--- config.mk ---
export PLATFORM = sky130hd
export DESIGN_NAME = frasm_ctrl
export DESIGN_NICKNAME = d
export VERILOG_FILES = /design/src/rtl/frasm_pkg.sv /design/src/rtl/frasm_ctrl.sv
export SDC_FILE = /design/constraint.sdc
export NUM_CORES = 1
export LEC_CHECK = 0
export BUFFER_PORTS_ARGS = -buffer_cell sky130_fd_sc_hd__buf_2
export CORE_MARGIN = 2
export CORE_UTILIZATION = 57
export DETAILED_ROUTE_END_ITERATION = 10
export GPL_ROUTABILITY_DRIVEN = 0
export PLACE_DENSITY = 0.94
export RECOVER_POWER = 25
export SYNTH_ARGS = -nofsm -noshare
export SYNTH_HDL_FRONTEND = slang
export SYNTH_SLANG_ARGS = --single-unit
--- constraint.sdc ---
create_clock -name clk -period 16.26 [get_ports clk]
set_clock_uncertainty 0.05 [all_clocks]
set_input_delay 3.252 -clock clk [delete_from_list [all_inputs] [get_ports clk]]
set_output_delay 3.252 -clock clk [all_outputs]
set_load 0.1 [all_outputs]
--- src/rtl/frasm_pkg.sv ---
package frasm_pkg;

  // Operation codes carried in the operation field.
  localparam logic OP_PUSH = 1'b0;
  localparam logic OP_READ = 1'b1;

  // Result status codes.
  typedef logic [2:0] status_t;
  localparam status_t ST_READ_DONE  = 3'd0;
  localparam status_t ST_STORED     = 3'd1;
  localparam status_t ST_FRAME_DONE = 3'd2;
  localparam status_t ST_SHORT      = 3'd3;
  localparam status_t ST_BAD_LENGTH = 3'd4;
  localparam status_t ST_OUT_OF_SEQ = 3'd5;
  localparam status_t ST_OVERFLOW   = 3'd6;
  localparam status_t ST_IGNORED    = 3'd7;

  // Message length limits, header included.
  localparam logic [7:0] MESSAGE_MAX  = 8'd250;
  localparam logic [7:0] HEADER_BYTES = 8'd5;

  localparam int FRAME_LENGTH_W = 12;

  // One input item as held in the input register.
  typedef struct packed {
    logic        operation;
    logic [7:0]  message_length;
    logic [15:0] fragment_length;
    logic [7:0]  fragment_index;
    logic        final_fragment;
    logic [7:0]  byte_offset;
    logic [7:0]  payload_byte;
    logic [10:0] read_index;
  } item_t;

endpackage

--- src/rtl/frasm_ctrl.sv ---
module frasm_ctrl #(
  parameter int BUFFER_BYTES         = 2048,
  parameter int MAX_FRAGMENT_PAYLOAD = 245
) (
  input  logic                            clk,
  input  logic                            rst_n,
  input  logic                            step,
  input  frasm_pkg::item_t                item,
  output logic                            wr_en,
  output logic [$clog2(BUFFER_BYTES)-1:0] wr_addr,
  output logic [7:0]                      wr_data,
  output frasm_pkg::status_t              status,
  output logic [11:0]                     frame_length_nxt,
  output logic [31:0]                     frames_total_nxt
);

  import frasm_pkg::*;

  localparam int AW = $clog2(BUFFER_BYTES);
  localparam int LW = $clog2(BUFFER_BYTES + 1);
  localparam int SW = (LW > 16 ? LW : 16) + 1;

  logic [LW-1:0] asm_len_r, asm_len_nxt;
  logic [7:0]    exp_idx_r, exp_idx_nxt;
  logic          frag_acc_r, frag_acc_nxt;
  logic [11:0]   last_len_r, last_len_nxt;
  logic [31:0]   frame_cnt_r, frame_cnt_nxt;

  logic          is_push;
  logic          restart;
  logic [LW-1:0] eff_asm;
  logic [7:0]    eff_exp;
  logic [SW-1:0] hdr_sum;
  logic          go;
  logic [LW-1:0] base;
  logic [7:0]    exp_base;
  logic [SW-1:0] pos;
  logic [SW-1:0] end_sum;
  logic          last_byte;

  assign is_push   = (item.operation == OP_PUSH);
  assign restart   = (item.fragment_index == 8'd0);
  assign eff_asm   = restart ? '0 : asm_len_r;
  assign eff_exp   = restart ? 8'd0 : exp_idx_r;
  assign hdr_sum   = SW'(eff_asm) + SW'(item.fragment_length);
  assign pos       = SW'(base) + SW'(item.byte_offset);
  assign end_sum   = SW'(base) + SW'(item.fragment_length);
  assign last_byte = (17'(item.byte_offset) + 17'd1) == 17'(item.fragment_length);

  always_comb begin
    status        = ST_IGNORED;
    asm_len_nxt   = asm_len_r;
    exp_idx_nxt   = exp_idx_r;
    frag_acc_nxt  = frag_acc_r;
    last_len_nxt  = last_len_r;
    frame_cnt_nxt = frame_cnt_r;
    go            = frag_acc_r;
    base          = asm_len_r;
    exp_base      = exp_idx_r;
    wr_en         = 1'b0;

    if (item.byte_offset == 8'd0) begin
      frag_acc_nxt = 1'b0;
      go           = 1'b0;
      if (item.message_length == 8'd0 || item.message_length > MESSAGE_MAX) begin
        status = ST_IGNORED;
      end else if (item.message_length < HEADER_BYTES) begin
        status = ST_SHORT;
      end else if (item.fragment_length == 16'd0 ||
                   item.fragment_length > 16'(MAX_FRAGMENT_PAYLOAD)) begin
        status = ST_BAD_LENGTH;
      end else if (item.fragment_index != eff_exp) begin
        asm_len_nxt = '0;
        exp_idx_nxt = 8'd0;
        status      = ST_OUT_OF_SEQ;
      end else if (hdr_sum > SW'(BUFFER_BYTES)) begin
        asm_len_nxt = '0;
        exp_idx_nxt = 8'd0;
        status      = ST_OVERFLOW;
      end else begin
        go           = 1'b1;
        frag_acc_nxt = 1'b1;
        base         = eff_asm;
        exp_base     = eff_exp;
        asm_len_nxt  = eff_asm;
        exp_idx_nxt  = eff_exp;
      end
    end

    if (go) begin
      if (16'(item.byte_offset) >= item.fragment_length) begin
        status = ST_IGNORED;
      end else if (pos >= SW'(BUFFER_BYTES)) begin
        status = ST_IGNORED;
      end else begin
        wr_en = 1'b1;
        if (!last_byte) begin
          status = ST_STORED;
        end else begin
          frag_acc_nxt = 1'b0;
          if (item.final_fragment) begin
            last_len_nxt  = 12'(end_sum);
            frame_cnt_nxt = frame_cnt_r + 32'd1;
            asm_len_nxt   = '0;
            exp_idx_nxt   = 8'd0;
            status        = ST_FRAME_DONE;
          end else begin
            asm_len_nxt = LW'(end_sum);
            exp_idx_nxt = exp_base + 8'd1;
            status      = ST_STORED;
          end
        end
      end
    end

    if (!is_push) begin
      status        = ST_READ_DONE;
      wr_en         = 1'b0;
      asm_len_nxt   = asm_len_r;
      exp_idx_nxt   = exp_idx_r;
      frag_acc_nxt  = frag_acc_r;
      last_len_nxt  = last_len_r;
      frame_cnt_nxt = frame_cnt_r;
    end

    wr_en = wr_en & step;
  end

  assign wr_addr          = pos[AW-1:0];
  assign wr_data          = item.payload_byte;
  assign frame_length_nxt = last_len_nxt;
  assign frames_total_nxt = frame_cnt_nxt;

  always_ff @(posedge clk) begin
    if (!rst_n) begin
      asm_len_r   <= '0;
      exp_idx_r   <= 8'd0;
      frag_acc_r  <= 1'b0;
      last_len_r  <= 12'd0;
      frame_cnt_r <= 32'd0;
    end else if (step) begin
      asm_len_r   <= asm_len_nxt;
      exp_idx_r   <= exp_idx_nxt;
      frag_acc_r  <= frag_acc_nxt;
      last_len_r  <= last_len_nxt;
      frame_cnt_r <= frame_cnt_nxt;
    end
  end

  a_frame_count: assert property (@(posedge clk) disable iff (!rst_n)
    (step && status == ST_FRAME_DONE) |=> frame_cnt_r == $past(frame_cnt_r) + 32'd1)
    else $error("frame counter did not advance on a completed frame");

  a_drop_clears: assert property (@(posedge clk) disable iff (!rst_n)
    (step && (status == ST_SHORT || status == ST_BAD_LENGTH || status == ST_OUT_OF_SEQ ||
              status == ST_OVERFLOW || status == ST_FRAME_DONE)) |=> !frag_acc_r)
    else $error("fragment still accepted after a drop or frame end");

  a_asm_bound: assert property (@(posedge clk) disable iff (!rst_n)
    SW'(asm_len_r) <= SW'(BUFFER_BYTES))
    else $error("assembly length beyond the buffer");

endmodule
Word-level counts from Yosys, hierarchy flattened

Index checks and enable logic that the tools add are counted.

Add/sub/neg operators: 6
Magnitude comparators: 6
Equal/unequal tests: 2
Mux-type cells: 74
Bitwise logic cells: 2
Reductions and logical operators: 7

Operators with widths:

| kind                                                       | count |
|---|---|
| 2-to-1 mux 12 bit                                          | 24 |
| 2-to-1 mux 32 bit                                          | 6 |
| 2-to-1 mux 8 bit                                           | 18 |
| adder 32 x 1 -> 32 bit, second input constant              | 1 |
| zero test 8 bit                                            | 3 |
| 2-to-1 mux 3 bit                                           | 7 |
| adder 12 x 16 -> 17 bit                                    | 1 |
| > comparator 17 x 12 -> 1 bit, second input constant       | 1 |
| equality test 9 x 16 -> 1 bit                              | 1 |
| >= comparator 8 x 16 -> 1 bit                              | 1 |
| > comparator 16 x 8 -> 1 bit, second input constant        | 1 |
| zero test 16 bit                                           | 1 |
| 2-to-1 mux 1 bit                                           | 15 |
| adder 12 x 8 -> 13 bit                                     | 1 |
| >= comparator 13 x 12 -> 1 bit, second input constant      | 1 |
| adder 12 bit                                               | 1 |
| adder 8 x 1 -> 9 bit, second input constant                | 1 |
| adder 8 x 1 -> 8 bit, second input constant                | 1 |
| > comparator 8 bit, second input constant                  | 1 |
| less-than comparator 8 x 3 -> 1 bit, second input constant | 1 |
| 2-to-1 mux 2 bit                                           | 4 |
| != test 8 bit                                              | 1 |
| logical OR 1 bit                                           | 2 |
| AND reduction 2 bit                                        | 1 |
| 2 further kinds                                            | 2 |

Register bits: 65
Logic and storage cells: 102

Longest topological paths before layout

Depth after elaboration: 17
Depth in mapped cells: 33
Gate-level depth less buffers: 28

Worst setup path before layout

OpenSTA, ideal clock, no wires.

Path kind: input to output
Start: input port item[28] (netlist name)
End: output port frame_length_nxt[11]
Arrival: 12428 ps
Path slack: 530 ps
Stages on the path: 32
Cell sequence: nor4_1 -> nand2_1 -> buf_2 -> clkbuf_1 -> and2_1 -> ha_1 -> inv_1 -> fa_1 -> nor2b_1 -> o31a_1 -> o22a_1 -> nand2_1 -> mux2_2 -> nor4_2 -> nand4_2 -> a2111oi_2 -> clkbuf_1 -> nor2b_1 -> ha_1 -> fa_1 -> a21o_1 -> a21o_1 -> a21oi_1 -> o21ai_0 -> or4b_2 -> a22oi_1 -> a41o_1 -> o21ba_2 -> or4_1 -> clkbuf_1 -> clkbuf_1 -> o21ai_0

Cells in the longest elaborated chain, start to end: 17
Elaborated cells on any way between the ends: 27
Classes of those cells: add/sub: 3; order compare: 2; eq/ne: 1; mux: 20; reduce/logical: 1

RTL lines:

| element                                                                          | RTL line          | source |
|---|---|---|
| from (decl)                                                                      | frasm_ctrl.sv:8   | `input frasm_pkg::item_t item,` |
| parallel branches: the longest is 15 deep, another holds adder 12 x 16 -> 17 bit | n/a               |  |
| 2-to-1 mux 12 bit *                                                              | frasm_ctrl.sv:90  | `if (go) begin` |
| 2-to-1 mux 12 bit *                                                              | frasm_ctrl.sv:116 | `if (!is_push) begin` |
| to (decl)                                                                        | frasm_ctrl.sv:13  | `output logic [11:0] frame_length_nxt,` |

Every way passes the cells marked *.

Final worst setup path

Start: input port item[32] (netlist name)
End: output port frames_total_nxt[31]

Cells in the longest elaborated chain, start to end: 16
Elaborated cells on any way between the ends: 24
Classes of those cells: add/sub: 2; order compare: 2; eq/ne: 1; mux: 18; reduce/logical: 1

RTL lines:

| element                        | RTL line          | source |
|---|---|---|
| zero test 8 bit                | frasm_ctrl.sv:42  | `assign restart = (item.fragment_index == 8'd0);` |
| 2-to-1 mux 12 bit              | frasm_ctrl.sv:43  | `assign eff_asm = restart ? '0 : asm_len_r;` |
| adder 12 x 16 -> 17 bit        | frasm_ctrl.sv:45  | `assign hdr_sum = SW'(eff_asm) + SW'(item.fragment_length);` |
| > comparator 17 x 12 -> 1 bit  | frasm_ctrl.sv:76  | `end else if (hdr_sum > SW'(BUFFER_BYTES)) begin` |
| 2-to-1 mux 12 bit              | frasm_ctrl.sv:76  |  |
| 2-to-1 mux 12 bit              | frasm_ctrl.sv:72  | `end else if (item.fragment_index != eff_exp) begin` |
| 2-to-1 mux 12 bit              | frasm_ctrl.sv:69  | `end else if (item.fragment_length == 16'd0 \|\|` |
| 2-to-1 mux 12 bit              | frasm_ctrl.sv:67  | `end else if (item.message_length < HEADER_BYTES) begin` |
| 2-to-1 mux 12 bit              | frasm_ctrl.sv:65  | `if (item.message_length == 8'd0 \|\| item.message_length > MESSAGE_MAX) begin` |
| 2-to-1 mux 12 bit              | frasm_ctrl.sv:62  | `if (item.byte_offset == 8'd0) begin` |
| adder 12 x 8 -> 13 bit         | frasm_ctrl.sv:46  | `assign pos = SW'(base) + SW'(item.byte_offset);` |
| >= comparator 13 x 12 -> 1 bit | frasm_ctrl.sv:93  | `end else if (pos >= SW'(BUFFER_BYTES)) begin` |
| 2-to-1 mux 32 bit              | frasm_ctrl.sv:93  |  |
| 2-to-1 mux 32 bit              | frasm_ctrl.sv:91  | `if (16'(item.byte_offset) >= item.fragment_length) begin` |
| 2-to-1 mux 32 bit *            | frasm_ctrl.sv:90  |  |
| 2-to-1 mux 32 bit *            | frasm_ctrl.sv:116 |  |
| to (decl)                      | frasm_ctrl.sv:14  | `output logic [31:0] frames_total_nxt` |

Mark *: on every way between the ends. The rest lies on a longest branch, timed or not.

==> metrics.md <==
| Metric | Value |
|---|---|
| DR vias | `approximately 6800` |
| Post-synth EDFFs | `0` |
| Final hold slack | `around 0.4 ns` |
| Most common library cells after synthesis | `96 x nand2_1, 65 x dfxtp_1, 62 x a21oi_1` |
| Final period demand of the worst path | `around 15 ns` |
| First-pass GRT wire length | `between 20000 and 30000 µm` |
| Clk buf depth | `2` |
| Hold Path Class | `flop to flop` |
| Yosys reg bits | `65` |
| Most frequent CP cell | `nor4_1` |
| Antenna Cells | `0` |
| Prevailing post-synth register cell | `dfxtp_1` |
| LEAKAGE | `between 3 and 4 nW` |
| Flop pwr share | `~45%` |
| Async set-reset flop share out of synthesis | `0%` |
| TritonCTS buffer count | `9` |
| Port Buffers | `approximately 100` |
| Largest net degree at the start of global routing | `38` |
| Crit Path Class | `input port to output port` |
| Final Non-Filler Cells | `about 1100` |
| Initial DRC count | `about 570` |
| Mapped cell area | `about 6300 µm²` |
| Final Hold Fails | `0` |
| Post_cts resized | `0` |
| Sequential area share after synthesis | `about a fifth` |
| Synth Instances | `~840` |
| Clk pwr share | `39.2%` |
| Setup violations, final | `0` |
| Warnings from Yosys | `0` |
| Starting Density | `just under 60%` |
| CTS Hold Bufs | `0` |
| DIE AREA | `11900 µm²` |
| Vias in the first global route | `6183` |
| Yosys top cell area share | `about 21%` |
| Critical Path RT | `about 13 ns` |
| Sw frac | `roughly 29%` |
| Crit path DAT | `between 10 and 15 ns` |
| Die Y | `approximately 110 µm` |
| Routed WL per cell | `around 17 µm` |
| Total track usage | `29.5%` |
| Dpl hpwl | `roughly 13000 µm` |
| Int Pwr | `0.000256 W` |
| Relative slew slack | `10.9%` |
| Worst path slowest cell | `or4_1` |
| Core Footprint | `around 11000 µm²` |
| Initial antenna violation count | `0` |
| Max-capacitance violation count | `0` |
| Fmax | `approximately 65 MHz` |
| DR pass1 iterations | `8` |
| Clk sinks | `65` |
| Crit path max fanout | `23` |
| Switching Power | `around 0.00010 W` |
| Max incr delay on CP | `around 0.78 ns` |
| Skew-Pair Late Insertion Delay | `0.35 ns` |
| Outcome | `finished, final reports clean` |
| Most common cell in the netlist | `nand2_1` |
| Yosys cell types | `between 70 and 80` |
| Syn_nets | `about 940` |
| CTS H-Tree Depth | `3` |
| Fin. max-slew vios | `0` |
| # IOs | `between 100 and 150` |
| FP Rows | `38` |
| Worst-Margin Slew | `between 1 and 1.5 ns` |
| RSZ-0062 raised after global routing | `no` |
| Global route overflow | `0` |
| Gate power share | `around 16%` |
| Setup TNS | `0 ns` |
| Post-CTS setup repair buffer count | `0` |
| Synth top area cells | `dfxtp_1 21%, ha_1 7.7%, xnor2_1 6.5%, nand2_1 5.7%, a21oi_1 4.9%` |
| DR DRC count | `0` |
| Setup crit end kind | `output port` |
| Power per cell area | `50.8 nW/µm²` |
| Most area-hungry cell type in the Yosys netlist | `dfxtp_1` |
| Dpl cells | `~1000` |
| Mean post-synth cell area | `between 7 and 8 µm²` |
| Post-route clock period utilization | `a little over nine tenths` |
| Die width | `approximately 110 µm` |
| Antenna viol nets, final | `0` |
| WL final | `roughly 18000 µm` |
| CTS root buffer | `clkbuf_8` |
| CTS tree | `built` |
| CTS clk-pin slew, worst paths | `around 0.070 ns` |
| Vias per cell | `roughly 6.4` |
| VDD IR max | `approximately 0.070 mV` |
| Crit start category | `input port` |
| Layout cell share with drive strength beyond 1 | `~16%` |
| Layout area overhead | `11.4%` |
| Nets@finish | `1019` |
==> per-layer routing <==
| metal | GRT usage [%] | wire, µm | share of wire, % |
|---|---|---|---|
| met1 | 38.2 | 7410 | 42 |
| met2 | 50.0 | 8210 | 46 |
| met3 | 4.51 | 1650 | 9.3 |
| met4 | 10.5 | 512 | 2.9 |
| met5 | 0 | 0 | 0 |
==> metrics by stage <==
| stage | utilization, % | instance area [µm²] | power [W] | worst slack, ns |
|---|---|---|---|---|
| after floorplan | - | 6320 | 0.000211 | 0.530 |
| after global placement | 63.4 | 6880 | 0.000218 | 1.37 |
| after detailed placement | 63.4 | 6880 | 0.000220 | 1.14 |
| after CTS | 65.2 | 7070 | 0.000357 | 1.15 |
| after global routing | 64.9 | 7040 | 0.000370 | 0.474 |
| final | 64.9 | 7040 | 0.000358 | 0.828 |
==> cells by family after synthesis <==
kind of cell               Yosys count  synth area share, %
and+or+nand+nor                    352                 29.2
muxes                               22                 3.70
DFF                                 65                 20.6
buffers and inverters               72                 4.93
xor gates and xnor gates            80                 11.1
AOI/OAI and AO/OA                  203                 21.6
adders and majority gates           43                 8.83
==> final cells by class <==
class	count	area (µm²)
tap	140	175
sequential	65	1300
inverter	28	105
clock inverter	3	40.0
multi-input combinational	700	4710
timing repair buffer	109	552
clock buffer	12	155
fill	898	3800
==> critical path: cells and delay by family <==
| kind | cells | cell delay, ns |
|---|---|---|
| fa+ha+maj | 3 | 0.75 |
| compound gates | 10 | 2.46 |
| simple gates | 11 | 4.13 |
| mux | 1 | 0.35 |
| buf+inv | 4 | 0.97 |
| xor+xnor | 1 | 0.21 |
==> power groups by stage <==
stage	Sequential [W]	Combinational [W]	Clock, W
finish	0.000159	0.0000584	0.000140
global route	0.000159	0.0000627	0.000148
CTS	0.000159	0.0000576	0.000140
detailed placement	0.000163	0.0000574	0
global placement	0.000163	0.0000556	0
floorplan	0.000163	0.0000481	0
==> layout by cell type, fill, tap and decap left out, types with 21 or more instances in the layout <==
cell type,count
xor2_1,33
ha_1,39
nand2_1,96
dfxtp_1,65
nand3_1,48
xnor2_1,47
nor2_1,48
o21ai_0,30
inv_1,27
a21oi_1,62
nor2b_1,21
buf_2,102
==> registers in the layout, summed over array words and instances, names as in the netlist <==
| name | cells |
|---|---|
| frag_acc_r | 1 |
| frame_cnt_r | 32 |
| last_len_r | 12 |
| exp_idx_r | 8 |
| asm_len_r | 12 |
==> final timing paths <==
check             slack [ns]          start  depth (start not counted)              endpoint
setup / recovery        0.83       item[32]                         30  frames_total_nxt[31]
hold / removal          0.40  last_len_r[6]                          2         last_len_r[6]
hold reg to reg         0.40  last_len_r[6]                          2         last_len_r[6]
setup reg to reg        8.03   asm_len_r[0]                         27          asm_len_r[3]
Note: power is estimated with default switching activity, not from simulation.
